### src/rtl/hdlc_rx_pkg.sv
// ----------------------------------------------------------------------------
// HDLC receiver package
// Shared constants, codes, record types and the CRC-16 byte update.
// ----------------------------------------------------------------------------
package hdlc_rx_pkg;

	// Framing octets
	localparam logic [7:0] FLAG_OCTET    = 8'h7E;
	localparam logic [7:0] ESC_OCTET     = 8'h7D;
	localparam logic [7:0] ESC_XOR       = 8'h20;

	// Stuffed zero: five ones followed by a zero in the newest line bits
	localparam logic [7:0] STUFF_MASK    = 8'hFC;
	localparam logic [7:0] STUFF_PATTERN = 8'h7C;

	// CRC-16, non-reflected, polynomial x^16 + x^12 + x^5 + 1
	localparam logic [15:0] CRC_POLY       = 16'h1021;
	localparam logic [15:0] CRC_INIT_RESET = 16'hFFFF;

	localparam int DEF_MAX_FRAME_BYTES = 1024;
	localparam int LEN_W               = 10;
	localparam int CFG_DATA_W          = 16;

	// Configuration register indexes
	typedef enum logic [1:0] {
		CFG_BIT_MODE       = 2'd0,
		CFG_CRC_BIG_ENDIAN = 2'd1,
		CFG_CRC_INIT       = 2'd2
	} cfg_reg_t;

	// Result kinds
	typedef enum logic [1:0] {
		KIND_PAYLOAD = 2'd0,
		KIND_END_OK  = 2'd1,
		KIND_END_BAD = 2'd2
	} kind_t;

	// One recovered octet (a flag in bit mode comes through as FLAG_OCTET)
	typedef struct packed {
		logic       valid;
		logic [7:0] value;
	} octet_ev_t;

	// One result request
	typedef struct packed {
		logic             valid;
		kind_t            kind;
		logic [7:0]       payload_byte;
		logic [LEN_W-1:0] frame_length;
		logic             dropped;
	} result_t;

	// Advance the CRC over one octet, MSB first
	function automatic logic [15:0] crc16_step(input logic [15:0] crc, input logic [7:0] b);
		logic [15:0] c;
		c = crc ^ {b, 8'h00};
		for (int i = 0; i < 8; i++) begin
			c = c[15] ? ((c << 1) ^ CRC_POLY) : (c << 1);
		end
		return c;
	endfunction

endpackage

### src/rtl/hdlc_rx_if.sv
// ----------------------------------------------------------------------------
// HDLC receiver channel interfaces
// Valid/ready channels for line items in and frame results out.
// ----------------------------------------------------------------------------
interface hdlc_rx_in_if;
	logic       valid;
	logic       ready;
	logic [7:0] data_in;

	modport source (output valid, output data_in, input ready);
	modport sink (input valid, input data_in, output ready);
endinterface

interface hdlc_rx_out_if;
	logic        valid;
	logic        ready;
	logic [1:0]  kind;
	logic [7:0]  payload_byte;
	logic [9:0]  frame_length;
	logic        dropped;

	modport source (output valid, output kind, output payload_byte, output frame_length,
		output dropped, input ready);
	modport sink (input valid, input kind, input payload_byte, input frame_length,
		input dropped, output ready);
endinterface

### src/rtl/hdlc_rx_unstuff.sv
// ----------------------------------------------------------------------------
// HDLC receiver bit unstuffer
// In bit mode: flag search, zero-bit removal and LSB-first octet packing.
// In byte mode the input byte passes as an octet.
// ----------------------------------------------------------------------------
module hdlc_rx_unstuff (
	input  logic                   clk,
	input  logic                   arst_n,
	input  logic                   step,
	input  logic                   bit_mode,
	input  logic [7:0]             data,
	output hdlc_rx_pkg::octet_ev_t octet
);

	logic [7:0] recent_q;
	logic [7:0] assembly_q;
	logic [2:0] count_q;

	logic [7:0] recent_next;
	logic [7:0] assembly_shift;
	logic       flag_seen;
	logic       stuffed;

	// Shift the newest line bit in at the top
	always_comb begin
		recent_next    = {data[0], recent_q[7:1]};
		assembly_shift = {data[0], assembly_q[7:1]};
		flag_seen      = (recent_next == hdlc_rx_pkg::FLAG_OCTET);
		stuffed        = ((recent_next & hdlc_rx_pkg::STUFF_MASK) == hdlc_rx_pkg::STUFF_PATTERN);
	end

	// Decide whether this item completes an octet
	always_comb begin
		octet.valid = 1'b0;
		octet.value = data;
		if (!bit_mode) begin
			octet.valid = 1'b1;
		end else if (flag_seen) begin
			octet.valid = 1'b1;
			octet.value = hdlc_rx_pkg::FLAG_OCTET;
		end else if (!stuffed && (count_q == 3'd7)) begin
			octet.valid = 1'b1;
			octet.value = assembly_shift;
		end
	end

	// Hold the bit history and the partial octet
	always_ff @(posedge clk or negedge arst_n) begin
		if (!arst_n) begin
			recent_q   <= '0;
			assembly_q <= '0;
			count_q    <= '0;
		end else if (step && bit_mode) begin
			recent_q <= recent_next;
			if (flag_seen) begin
				assembly_q <= '0;
				count_q    <= '0;
			end else if (!stuffed) begin
				if (count_q == 3'd7) begin
					assembly_q <= '0;
					count_q    <= '0;
				end else begin
					assembly_q <= assembly_shift;
					count_q    <= count_q + 3'd1;
				end
			end
		end
	end

endmodule

### src/rtl/hdlc_rx_frame.sv
// ----------------------------------------------------------------------------
// HDLC receiver frame tracker
// Unescapes octets, keeps the two-octet delay line, runs the CRC and
// produces payload and frame-end result requests.
// ----------------------------------------------------------------------------
module hdlc_rx_frame #(
	parameter int MAX_FRAME_BYTES = hdlc_rx_pkg::DEF_MAX_FRAME_BYTES
) (
	input  logic                   clk,
	input  logic                   arst_n,
	input  logic                   step,
	input  logic                   crc_big_endian,
	input  logic [15:0]            crc_init,
	input  hdlc_rx_pkg::octet_ev_t octet,
	output hdlc_rx_pkg::result_t   result
);

	localparam int PW = $clog2(MAX_FRAME_BYTES);
	localparam int LW = (PW > hdlc_rx_pkg::LEN_W) ? PW : hdlc_rx_pkg::LEN_W;
	localparam logic [PW-1:0] POS_LAST = PW'(MAX_FRAME_BYTES - 1);

	logic          escape_q;
	logic [PW-1:0] pos_q;
	logic [15:0]   crc_q;
	logic [7:0]    delay0_q;
	logic [7:0]    delay1_q;

	logic          is_flag;
	logic          is_esc;
	logic          pos_ge2;
	logic          at_limit;
	logic [7:0]    ch;
	logic [15:0]   rx_check;
	logic [15:0]   crc_next;
	logic [LW-1:0] len_wide;

	// Classify the octet and form the check values
	always_comb begin
		is_flag  = (octet.value == hdlc_rx_pkg::FLAG_OCTET);
		is_esc   = !escape_q && (octet.value == hdlc_rx_pkg::ESC_OCTET);
		ch       = escape_q ? (octet.value ^ hdlc_rx_pkg::ESC_XOR) : octet.value;
		pos_ge2  = |pos_q[PW-1:1];
		at_limit = (pos_q == POS_LAST);
		rx_check = crc_big_endian ? {delay0_q, delay1_q} : {delay1_q, delay0_q};
		crc_next = hdlc_rx_pkg::crc16_step(crc_q, delay0_q);
		len_wide = LW'(pos_q) - LW'(2);
	end

	// Build the result request
	always_comb begin
		result.valid        = 1'b0;
		result.kind         = hdlc_rx_pkg::KIND_PAYLOAD;
		result.payload_byte = '0;
		result.frame_length = '0;
		result.dropped      = 1'b0;
		if (octet.valid && pos_ge2) begin
			if (is_flag) begin
				result.valid        = 1'b1;
				result.kind         = (rx_check == crc_q) ? hdlc_rx_pkg::KIND_END_OK
					: hdlc_rx_pkg::KIND_END_BAD;
				result.frame_length = len_wide[hdlc_rx_pkg::LEN_W-1:0];
			end else if (!is_esc) begin
				result.valid        = 1'b1;
				result.payload_byte = delay0_q;
				result.dropped      = at_limit;
			end
		end
	end

	// Advance escape, position and CRC
	always_ff @(posedge clk or negedge arst_n) begin
		if (!arst_n) begin
			escape_q <= 1'b0;
			pos_q    <= '0;
			crc_q    <= hdlc_rx_pkg::CRC_INIT_RESET;
		end else if (step && octet.valid) begin
			if (is_flag) begin
				escape_q <= 1'b0;
				pos_q    <= '0;
				crc_q    <= crc_init;
			end else if (is_esc) begin
				escape_q <= 1'b1;
			end else begin
				escape_q <= 1'b0;
				if (at_limit) begin
					pos_q <= '0;
					crc_q <= crc_init;
				end else begin
					pos_q <= pos_q + PW'(1);
					if (pos_ge2) begin
						crc_q <= crc_next;
					end
				end
			end
		end
	end

	// Shift the delay line on every data octet
	always_ff @(posedge clk) begin
		if (step && octet.valid && !is_flag && !is_esc) begin
			delay0_q <= delay1_q;
			delay1_q <= ch;
		end
	end

endmodule

### src/rtl/hdlc_frame_receiver.sv
// A taken line item passes the input register and the result register. Throughput: one
// line item per cycle while results are taken; the input register and the result
// register are separate stages, so with the input register empty an item is taken while
// a finished result waits. Each item's unstuff, unescape and CRC byte update sit in one
// stage between the two. Reset: arst_n clears all control state; configuration returns to
// byte mode, little-endian check value and a CRC start value of 0xFFFF.
// ----------------------------------------------------------------------------
// HDLC frame receiver
// Deframes an HDLC line stream, streams payload out and checks the CRC-16.
// ----------------------------------------------------------------------------
module hdlc_frame_receiver #(
	parameter int MAX_FRAME_BYTES = hdlc_rx_pkg::DEF_MAX_FRAME_BYTES
) (
	input  logic                              clk,
	input  logic                              arst_n,
	input  logic                              cfg_we,
	input  logic [1:0]                        cfg_index,
	input  logic [hdlc_rx_pkg::CFG_DATA_W-1:0] cfg_data,
	hdlc_rx_in_if.sink                        feed,
	hdlc_rx_out_if.source                     result
);

	logic        bit_mode_q;
	logic        crc_big_endian_q;
	logic [15:0] crc_init_q;

	logic        valid_s1;
	logic [7:0]  data_s1;

	logic        res_valid_q;
	logic [1:0]  kind_q;
	logic [7:0]  payload_q;
	logic [9:0]  length_q;
	logic        dropped_q;

	logic        advance;
	logic        step;

	hdlc_rx_pkg::octet_ev_t octet;
	hdlc_rx_pkg::result_t   res;

	// Write configuration registers
	always_ff @(posedge clk or negedge arst_n) begin
		if (!arst_n) begin
			bit_mode_q       <= 1'b0;
			crc_big_endian_q <= 1'b0;
			crc_init_q       <= hdlc_rx_pkg::CRC_INIT_RESET;
		end else if (cfg_we) begin
			case (cfg_index)
				hdlc_rx_pkg::CFG_BIT_MODE:       bit_mode_q       <= cfg_data[0];
				hdlc_rx_pkg::CFG_CRC_BIG_ENDIAN: crc_big_endian_q <= cfg_data[0];
				hdlc_rx_pkg::CFG_CRC_INIT:       crc_init_q       <= cfg_data[15:0];
				default: ;
			endcase
		end
	end

	// Advance when the result register is free or being emptied
	assign advance    = !res_valid_q || result.ready;
	assign step       = valid_s1 && advance;
	assign feed.ready = !valid_s1 || advance;

	// Input register
	always_ff @(posedge clk or negedge arst_n) begin
		if (!arst_n) begin
			valid_s1 <= 1'b0;
		end else if (feed.ready) begin
			valid_s1 <= feed.valid;
		end
	end

	always_ff @(posedge clk) begin
		if (feed.ready && feed.valid) begin
			data_s1 <= feed.data_in;
		end
	end

	hdlc_rx_unstuff u_unstuff (
		.clk      (clk),
		.arst_n   (arst_n),
		.step     (step),
		.bit_mode (bit_mode_q),
		.data     (data_s1),
		.octet    (octet)
	);

	hdlc_rx_frame #(
		.MAX_FRAME_BYTES (MAX_FRAME_BYTES)
	) u_frame (
		.clk            (clk),
		.arst_n         (arst_n),
		.step           (step),
		.crc_big_endian (crc_big_endian_q),
		.crc_init       (crc_init_q),
		.octet          (octet),
		.result         (res)
	);

	// Result register
	always_ff @(posedge clk or negedge arst_n) begin
		if (!arst_n) begin
			res_valid_q <= 1'b0;
		end else if (advance) begin
			res_valid_q <= step && res.valid;
		end
	end

	always_ff @(posedge clk) begin
		if (step && res.valid) begin
			kind_q    <= res.kind;
			payload_q <= res.payload_byte;
			length_q  <= res.frame_length;
			dropped_q <= res.dropped;
		end
	end

	assign result.valid        = res_valid_q;
	assign result.kind         = kind_q;
	assign result.payload_byte = payload_q;
	assign result.frame_length = length_q;
	assign result.dropped      = dropped_q;

endmodule
### src/flat_wrapper.sv
// flat-port wrapper written by rule: the top's interface ports become plain ports
module hdlc_frame_receiver_flat 
#(
	parameter int MAX_FRAME_BYTES = hdlc_rx_pkg::DEF_MAX_FRAME_BYTES
)
  (clk, arst_n, cfg_we, cfg_index, cfg_data, feed_valid, feed_data_in, feed_ready, result_valid, result_kind, result_payload_byte, result_frame_length, result_dropped, result_ready);
  hdlc_rx_in_if feed_i ();
  hdlc_rx_out_if result_i ();
  input  logic clk;
  input  logic arst_n;
  input  logic cfg_we;
  input  logic [1:0] cfg_index;
  input  logic [hdlc_rx_pkg::CFG_DATA_W-1:0] cfg_data;
  input wire logic [$bits(feed_i.valid)-1:0] feed_valid;
  input wire logic [$bits(feed_i.data_in)-1:0] feed_data_in;
  output wire logic [$bits(feed_i.ready)-1:0] feed_ready;
  output wire logic [$bits(result_i.valid)-1:0] result_valid;
  output wire logic [$bits(result_i.kind)-1:0] result_kind;
  output wire logic [$bits(result_i.payload_byte)-1:0] result_payload_byte;
  output wire logic [$bits(result_i.frame_length)-1:0] result_frame_length;
  output wire logic [$bits(result_i.dropped)-1:0] result_dropped;
  input wire logic [$bits(result_i.ready)-1:0] result_ready;
  assign feed_i.valid = feed_valid;
  assign feed_i.data_in = feed_data_in;
  assign feed_ready = feed_i.ready;
  assign result_valid = result_i.valid;
  assign result_kind = result_i.kind;
  assign result_payload_byte = result_i.payload_byte;
  assign result_frame_length = result_i.frame_length;
  assign result_dropped = result_i.dropped;
  assign result_i.ready = result_ready;
  hdlc_frame_receiver #(.MAX_FRAME_BYTES(MAX_FRAME_BYTES)) u_core (.clk(clk), .arst_n(arst_n), .cfg_we(cfg_we), .cfg_index(cfg_index), .cfg_data(cfg_data), .feed(feed_i), .result(result_i));
endmodule
### config.mk
export PLATFORM = sky130hd
export DESIGN_NAME = hdlc_frame_receiver_flat
export DESIGN_NICKNAME = d
export VERILOG_FILES = /design/src/rtl/hdlc_rx_pkg.sv /design/src/rtl/hdlc_rx_if.sv /design/src/rtl/hdlc_rx_unstuff.sv /design/src/rtl/hdlc_rx_frame.sv /design/src/rtl/hdlc_frame_receiver.sv /design/src/flat_wrapper.sv
export SDC_FILE = /design/constraint.sdc
export NUM_CORES = 1
export LEC_CHECK = 0
export BUFFER_PORTS_ARGS = -buffer_cell sky130_fd_sc_hd__buf_2
export CORE_MARGIN = 3
export CORE_UTILIZATION = 50
export CTS_BUF_LIST = sky130_fd_sc_hd__clkbuf_8
export DETAILED_ROUTE_END_ITERATION = 8
export HOLD_SLACK_MARGIN = 0.02
export PLACE_DENSITY = 0.71
export REMOVE_ABC_BUFFERS = 1
export SLEW_MARGIN = 20
export SYNTH_ARGS = -nofsm -noshare
export SYNTH_HDL_FRONTEND = slang
export SYNTH_HIERARCHICAL = 1
export SYNTH_SLANG_ARGS = --single-unit
### constraint.sdc
create_clock -name clk -period 9.1 [get_ports clk]
set_input_delay 2.73 -clock clk [delete_from_list [all_inputs] [get_ports clk]]
set_output_delay 2.73 -clock clk [all_outputs]
set_load 0.02 [all_outputs]
==> results.cfg, run 1 <==
[yosys]
synth_warnings = 6
yosysTopAreaCell = edfxtp_1
synthesis.area_um2 = 5550
ys_types = 68
synthFlopType = edfxtp_1
ys_ff_latch = 109
synth_largest_type_area_fraction_pct = 24.3
synth_edf_count = 45
yosys-top-cells-area = edfxtp_1, dfstp_2, dfrtp_1
avgSynthCellArea_um2 = 12.7
netlist_instances = 438
async_reset_ff_share_pct = 58.7
seq_area_frac_synth_pct = 53.9

[cells_and_area]
insertedDiodeCount = 0
finish.utilization_pct = 57.5
syn2layout_area_growth_pct = 9.42
instances_no_fill = 626
nets = 522
fin_area_um2 = 6070
drive_above_1_share_pct = 31.4
num-fill-cells = 867

[cts]
cts-resized-gates = 0
clock_sinks = 109
postCtsHoldBufs = 0
cts_made_buffers = 9
cts_tree = done
root_buffer = clkbuf_8
htree_num_levels = 3
clk_latency_ns = 0.36
post_cts_buffers = 0
clockBufferDepth = 2
clk_pin_slew_ns = 0.09

[timing]
clock.fmax_mhz = 169
worst_pin_slew_ns = 0.979
max_slew_margin_pct = 34.4
period_needed_ns = 5.92
post-route-period-util_pct = 65.1
finalSetupTns_ns = 0
grt_setup_unrepaired = false
slew_violations = 0
skew_ns = 0.0180
finalSetupViolCount = 0
whs_ns = 0.511
finalHoldViolCount = 0

[global_routing]
grt_util_met1_pct = 26.2
grt_max_degree = 65
grt_busiest_layer = met2
grt_overflow_total = 0
first_global_vias = 3562
grt_usage_pct = 17.9
antenna_found_initial = 0
met2_usage_pct = 28.1
grt_pass1_wl_um = 18300
gr-usage-met3_pct = 2.50

[run_status]
status = completed

[flow_run]
maxCapViolCount = 0

[worst_hold_path]
hold_class = reg2reg
min_from = u_core/u_unstuff/recent_q[3]

[floorplanning]
die_h_um = 111
rows = 37
ios = 54
core_um2 = 10600
start_util_pct = 52.6
die_area_um2 = 12400
die_w_um = 111

[pwr]
p_leak_nw = 2.41
peakVddDrop_mv = 0.135
power.density_nw_per_um2 = 313

[critical_path]
cp-startpoint = result_ready
crit_type = in2out
required_ns = 6.37
worst_path_max_delay_cell = nand3b_1
start_kind = primary input
cp-end-kind = output port
path_max_fanout = 3
max_stage_delay_ns = 0.18
crit_path_cell_trace = buf_2 > nand3b_1 > buf_2
reg2reg_slack_ns = 5.87
cp.arrival_ns = 3.19
cp_num_buf_inv = 2
r2r-start = u_core/u_unstuff/count_q[0]
path_delay_family = buffers and inverters
path_common_cell = buf_2

[route]
drtIter0Drc = 181
via_per_inst = 5.81
num_vias = 3634
wirelength_um = 10800
final_antenna_net_count = 0
drc = 0
wire_per_inst_um = 17.2
drtPass1Iterations = 5

[placed_design]
port_buffers = 53
placed_cell_area_um2 = 5880
place_congestion = 0.816
dp_hpwl_um = 7800
place_inst = 610
-- worst reg2reg max path: cells and delay by family (launching register included) --
| family | cells | cell delay (ns) |
|---|---|---|
| simple gates | 5 | 1.77 |
| compound gates | 2 | 0.42 |
| flops | 1 | 0.39 |
| fa+ha+maj | 2 | 0.50 |
-- area by class of cell --
cell class                 instances  area, µm²  share of cell area, %
multi-input combinational        302       2410                   39.6
tap                              136        170                   2.80
timing repair buffer              55        280                   4.61
inverter                           8       30.0                  0.494
clock buffer                      10        138                   2.27
clock inverter                     6       56.3                  0.927
sequential                       109       2990                   49.3
-- synth_stat cells (2+ instances only) --
library cell and n:
mux2_4 10, a2bb2oi_1 8, ha_1 6, o311ai_0 2, a2bb2oi_2 10, or2_2 2
a22o_1 13, xor2_1 8, a32o_1 2, dfrtp_1 32, nor4bb_1 6, o211ai_1 4
and3_1 2, buf_6 3, nor4_1 2, buf_2 10, nor2_1 24, nand4_1 4
nand2_1 23, o31ai_1 3, mux2i_1 5, a21oi_1 7, inv_1 8, nor3_1 11
and2_1 13, clkbuf_1 4, edfxtp_1 45, o21ai_0 18, mux2_2 13, nand3b_1 3
o2bb2ai_1 5, or3_1 2, nor2b_1 4, nand2b_1 4, o22ai_1 18, a21o_1 2
xnor2_1 31, nand3_1 7, dfstp_2 32, a22o_2 4
-- worst paths after layout --
| path | end | cells past startpoint |
|---|---|---|
| setup / recovery | feed_ready | 3 |
| hold / removal | u_core/u_unstuff/recent_q[2] | 2 |
| setup reg to reg | u_core/result.kind[0] | 9 |
| hold reg to reg | u_core/u_unstuff/recent_q[2] | 2 |
| max in group asynchronous | u_core/u_frame/pos_q[6] | 2 |
| min in group asynchronous | u_core/bit_mode_q | 2 |
-- routing by layer --
metal	vias to the layer above	part of all wire, %
li1	1748	-
met1	1780	48
met2	94	47
met3	12	4.2
met4	0	1.1
met5	-	0
-- placed cells by master, fill, tap and decap left out, types with 7 or more instances in the layout --
| cell type | count |
|---|---|
| a21oi_1 | 7 |
| a22o_1 | 13 |
| a2bb2oi_1 | 8 |
| a2bb2oi_2 | 10 |
| and2_1 | 13 |
| buf_2 | 53 |
| clkbuf_8 | 10 |
| dfrtp_1 | 32 |
| dfstp_2 | 32 |
| edfxtp_1 | 45 |
| inv_1 | 10 |
| mux2_2 | 13 |
| mux2_4 | 10 |
| nand2_1 | 23 |
| nand3_1 | 7 |
| nor2_1 | 23 |
| nor3_1 | 11 |
| o21ai_0 | 18 |
| o22ai_1 | 18 |
| xnor2_1 | 31 |
| xor2_1 | 8 |
-- logic make-up after synthesis --
group | share of synthesized area, %
compound gates | 16.2
buf+inv | 2.82
fa+ha+maj | 1.35
xor+xnor | 6.15
simple gates | 13.3
flops | 53.9
mux | 6.24
-- flip-flops by register name, indices dropped and copies added (netlist names) --
signal,cells
u_core/crc_init_q,16
u_core/u_frame/crc_q,16
u_core/result.frame_length,10
u_core/u_frame/pos_q,10
u_core/data_s1,8
u_core/result.payload_byte,8
u_core/u_frame/delay0_q,8
u_core/u_frame/delay1_q,8
u_core/u_unstuff/assembly_q,7
u_core/u_unstuff/recent_q,7
u_core/u_unstuff/count_q,3
u_core/result.kind,2
u_core/bit_mode_q,1
u_core/crc_big_endian_q,1
u_core/result.dropped,1
u_core/result.valid,1
u_core/u_frame/escape_q,1
u_core/valid_s1,1
-- metrics by stage --
stage          worst slack (ns)  power (mW)
2_1_floorplan              3.36        1.43
3_3_place_gp               3.20        1.58
3_5_place_dp               3.18        1.62
4_1_cts                    3.17        1.91
5_1_grt                    3.15        2.03
6_report                   3.18        1.90
-- report_power, final --
part / switching [mW] / internal [mW]
combinational: 0.396 / 0.358
clock: 0.156 / 0.133
sequential: 0.151 / 0.709
total: 0.703 / 1.20
No activity file was read; power rests on OpenSTA's default activity.
==> inputs of run 2 (changes only) <==
- ABC_AREA: not set -> 1
- PLACE_DENSITY: 0.71 -> 0.73
- clock period: 9.1 -> 5.3 ns (I/O delays scaled with it)
==> results.cfg, run 2 <==
[yosys]
synthFlopType = edfxtp_1
ys_ff_latch = 109
seq_area_frac_synth_pct = 48.9
async_reset_ff_share_pct = 58.7
yosysTopAreaCell = edfxtp_1
yosys-top-cells-area = edfxtp_1, nand2_1, dfstp_2
avgSynthCellArea_um2 = 7.72
synth_warnings = 6
synth_common_cells = nand2_1, inv_1, nor2_1, nand3_1, edfxtp_1
synth_edf_count = 45
netlist_instances = 793
synthesis.area_um2 = 6120
synthMostInstantiatedCell = nand2_1
ys_types = 33
synth_largest_type_area_fraction_pct = 22.1

[critical_path]
required_ns = 3.71
path_max_fanout = 3
r2r-start = u_core/data_s1[0]
reg2reg_depth = 13
rr_endpoint = u_core/result.kind[0]
cp.arrival_ns = 2.03
start_kind = primary input
reg2reg_slack_ns = 2.37
cp-end-kind = output port
crit_type = in2out

[cts]
cts_made_buffers = 9
clock_sinks = 109
cts-resized-gates = 0
htree_num_levels = 3
clk_pin_slew_ns = 0.08
clockBufferDepth = 2
postCtsHoldBufs = 0
clk_latency_ns = 0.38
cts_tree = done
post_cts_buffers = 0
root_buffer = clkbuf_8

[flow_run]
maxCapViolCount = 0

[global_routing]
grt_overflow_total = 0
grt_usage_pct = 21.5
antenna_found_initial = 0
grt_busiest_layer = met2
gr-usage-met3_pct = 2.95
grt_util_met1_pct = 28.1
met2_usage_pct = 35.9
grt_max_degree = 44
grt_pass1_wl_um = 23000
first_global_vias = 4980

[timing]
worst_pin_slew_ns = 0.937
finalHoldViolCount = 0
post-route-period-util_pct = 68.3
skew_ns = 0.0136
clock.fmax_mhz = 276
finalSetupViolCount = 0
finalSetupTns_ns = 0
max_slew_margin_pct = 37.5
period_needed_ns = 3.62
slew_violations = 0
grt_setup_unrepaired = false

[floorplanning]
ios = 54
rows = 39
start_util_pct = 52.3
die_area_um2 = 13600
die_w_um = 117
core_um2 = 11700
die_h_um = 117

[run_status]
status = completed

[route]
num_vias = 5280
drc = 0
wirelength_um = 13900
drtIter0Drc = 470
via_per_inst = 5.33
drtPass1Iterations = 5
final_antenna_net_count = 0
wire_per_inst_um = 14.0

[worst_hold_path]
hold-path-cell-count = 2
min_from = u_core/crc_init_q[7]
hold_path_end = u_core/crc_init_q[7]
hold_class = reg2reg

[placed_design]
port_buffers = 53
place_congestion = 0.910
dp_hpwl_um = 10400

[cells_and_area]
drive_above_1_share_pct = 16.0
syn2layout_area_growth_pct = 8.44
nets = 880
insertedDiodeCount = 0
reg.largest.list = u_core/crc_init_q x16, u_core/u_frame/crc_q x16
most-common-layout-cells = nand2_1, inv_1, nor2_1
final_common_cell = nand2_1

[pwr]
power_mw = 3.03
p_leak_nw = 3.32
peakVddDrop_mv = 0.282
power.density_nw_per_um2 = 456
[run 2: how the worst max path moves through the flow]
stage / from / end / depth (start not counted)
5_1_grt: result_ready / feed_ready / 4
2_1_floorplan: u_core/u_unstuff/count_q[0] / u_core/result.dropped / 12
4_1_cts: result_ready / feed_ready / 4
6_report: result_ready / feed_ready / 4
3_5_place_dp: result_ready / feed_ready / 4
3_3_place_gp: result_ready / feed_ready / 4
[run 2: metal layers]
layer / routed length, µm / up-vias
li1: - / 2637
met5: 0 / -
met3: 531 / 24
met2: 6700 / 120
met1: 6280 / 2499
met4: 343 / 0
[run 2: critical path, stage by stage]
cell and delay [ns]:
buf_2 0.11, inv_1 0.04, nand3_1 0.10, buf_2 0.18
[run 2: cell families (layout without fill, tap and decap cells)]
kind of cell    after synthesis  count (layout)  synth area share (%)
compound gates               56              56                  5.01
xor+xnor                     12              12                  1.72
fa+ha+maj                     6               6                  1.23
buf+inv                     101             156                  7.28
flops                       109             109                  48.9
simple gates                509             509                  35.9
[run 2: cell type report]
type | count | area [µm²]
clock buffers | 10 | 138
clock inverters | 6 | 32.5
fillers | 1067 | 5070
inverters | 83 | 313
multi-input cells | 583 | 2690
flip-flops and latches | 109 | 2990
well taps | 143 | 179
repair buffers | 57 | 295
[run 2: power by group]
part           internal (mW)  switching (mW)
Sequential              1.18           0.200
Combinational          0.411           0.780
Clock                  0.180           0.272
Total                   1.77            1.25
[run 2: metrics by stage]
| stage | hold WS (ns) | utilization (%) | worst slack [ns] | cells | instance area [µm²] |
|---|---|---|---|---|---|
| final | 0.468 | 56.7 | 1.68 | 991 | 6640 |
| after global routing | 0.488 | 56.7 | 1.63 | 991 | 6640 |
| after CTS | 0.470 | 56.7 | 1.67 | 991 | 6640 |
| after detailed placement | 0.457 | 55.2 | 1.67 | 975 | 6470 |
| after global placement | 0.455 | 55.2 | 1.70 | 975 | 6470 |
| after floorplan | 0.444 | - | 1.73 | 775 | 5990 |
==> inputs of run 3 (changes only) <==
- PLACE_DENSITY: 0.73 -> 0.71
- clock period: 5.3 -> 3.4 ns (I/O delays scaled with it)
==> results.cfg, run 3 (same netlist as run 2, synthesis figures left out) <==
[global_routing]
first_global_vias = 4820
grt_max_degree = 42
antenna_found_initial = 0
grt_usage_pct = 21.7
grt_overflow_total = 0
grt_pass1_wl_um = 23000

[critical_path]
crit_type = reg2reg
reg2reg_depth = 15
cp.arrival_ns = 3.05
crit_path_cell_trace = ha_1 > ha_1 > nand2_1 > nand2_1 > nand2_1 > a21oi_1 > nand2_1 > nor3_2 > nand2_2 > nand2_4 > inv_2 > nor2_1 > nor2_1 > nand2_1 > nand2_1
path_max_fanout = 25
max_stage_delay_ns = 0.39
worst_path_max_delay_cell = dfrtp_1
path_common_cell = nand2_1
start_kind = flip-flop
required_ns = 3.73
cp-end-kind = flip-flop

[floorplanning]
ios = 54
die_h_um = 117
rows = 39
die_area_um2 = 13600
core_um2 = 11700
start_util_pct = 52.3
die_w_um = 117

[cts]
root_buffer = clkbuf_8
cts_made_buffers = 9
clk_latency_ns = 0.39
postCtsHoldBufs = 0
clockBufferDepth = 2
cts-resized-gates = 0
post_cts_buffers = 0
cts_tree = done
clk_pin_slew_ns = 0.10
clock_sinks = 109
htree_num_levels = 3

[timing]
max_slew_margin_pct = 49.6
slew_violations = 0
clock.fmax_mhz = 368
post-route-period-util_pct = 80.0
worst_pin_slew_ns = 0.756
period_needed_ns = 2.72
finalHoldViolCount = 0
finalSetupViolCount = 0
skew_ns = 0.0162
grt_setup_unrepaired = false

[flow_run]
maxCapViolCount = 0

[route]
wirelength_um = 14000
wire_per_inst_um = 14.1
num_vias = 5246
via_per_inst = 5.29
drc = 0
final_antenna_net_count = 0
drtIter0Drc = 420
drtPass1Iterations = 6

[pwr]
power_frac_seq_pct = 44.2
p_int_mw = 2.90
comb_power_share_pct = 38.0
p_clk_share_pct = 17.8
swShare_pct = 40.7
peakVddDrop_mv = 0.359
p_leak_nw = 3.35
power_switching_mw = 1.99
power.density_nw_per_um2 = 730

[cells_and_area]
reg.largest.list = u_core/crc_init_q x16, u_core/u_frame/crc_q x16
most-common-layout-cells = nand2_1, inv_1, nor2_1
insertedDiodeCount = 0
syn2layout_area_growth_pct = 9.41
fin_area_um2 = 6700
drive_above_1_share_pct = 16.2
final_common_cell = nand2_1
finish.utilization_pct = 57.2
instances_no_fill = 991
nets = 880

[placed_design]
place_congestion = 0.951
place_inst = 975
port_buffers = 53
placed_cell_area_um2 = 6480
dp_hpwl_um = 10400

[worst_hold_path]
hold_class = reg2reg
hold-path-cell-count = 2

[run_status]
status = completed
-- run 3: cell count changes in the layout (fill, tap and decap cells not counted), sizes merged --
cell,previous run,this run
clkbuf,10,9
clkinv,3,2
bufinv,0,2
-- run 3: final timing paths --
kind | startpoint | endpoint | slack (ns)
min in group asynchronous | arst_n | u_core/u_frame/pos_q[7] | 0.62
setup reg to reg | u_core/u_unstuff/count_q[0] | u_core/u_frame/crc_q[12] | 0.68
hold reg to reg | u_core/crc_init_q[2] | u_core/crc_init_q[2] | 0.47
max in group asynchronous | arst_n | u_core/crc_init_q[9] | 2.09
setup / recovery | u_core/u_unstuff/count_q[0] | u_core/u_frame/crc_q[12] | 0.68
hold / removal | u_core/crc_init_q[2] | u_core/crc_init_q[2] | 0.47
-- run 3: cell type report --
cell class	instances	area, µm²
Multi-Input combinational cell	583	2690
Sequential cell	109	2990
Fill cell	1066	5020
Timing Repair Buffer	57	308
Clock inverter	7	92.6
Clock buffer	9	124
Tap cell	143	179
Inverter	83	313
-- run 3: layer usage --
metal  part of all wire (%)  track usage (%)  vias up
met5                      0                0        -
met4                    2.3             9.40        0
met3                    4.9             3.21       26
met2                     47             35.6      137
met1                     45             28.7     2452
li1                       -                -     2631
-- run 3: stage by stage --
step           setup TNS, ns  total power, mW  setup slack [ns]  hold WS (ns)
3_5_place_dp               0             4.02             0.706         0.455
5_1_grt                    0             5.28             0.311         0.486
4_1_cts                    0             4.90             0.690         0.470
2_1_floorplan          -3.48             3.50            -0.166         0.444
6_report                   0             4.88             0.679         0.467
3_3_place_gp               0             3.96             0.759         0.457
-- run 3: power by group through the flow --
stage	Clock, mW	Combinational (mW)	Sequential, mW
floorplan	0	1.35	2.14
CTS	0.894	1.85	2.15
finish	0.868	1.86	2.16
global placement	0	1.80	2.16
detailed placement	0	1.84	2.18
global route	0.938	2.13	2.21
-- run 3: worst max-delay path, delay by kind of cell (launching register included) --
family | cells | cell delay (ns)
AOI/OAI and AO/OA | 1 | 0.26
buffers and inverters | 1 | 0.21
and+or+nand+nor | 11 | 1.40
adders and majority gates | 2 | 0.41
DFF | 1 | 0.39
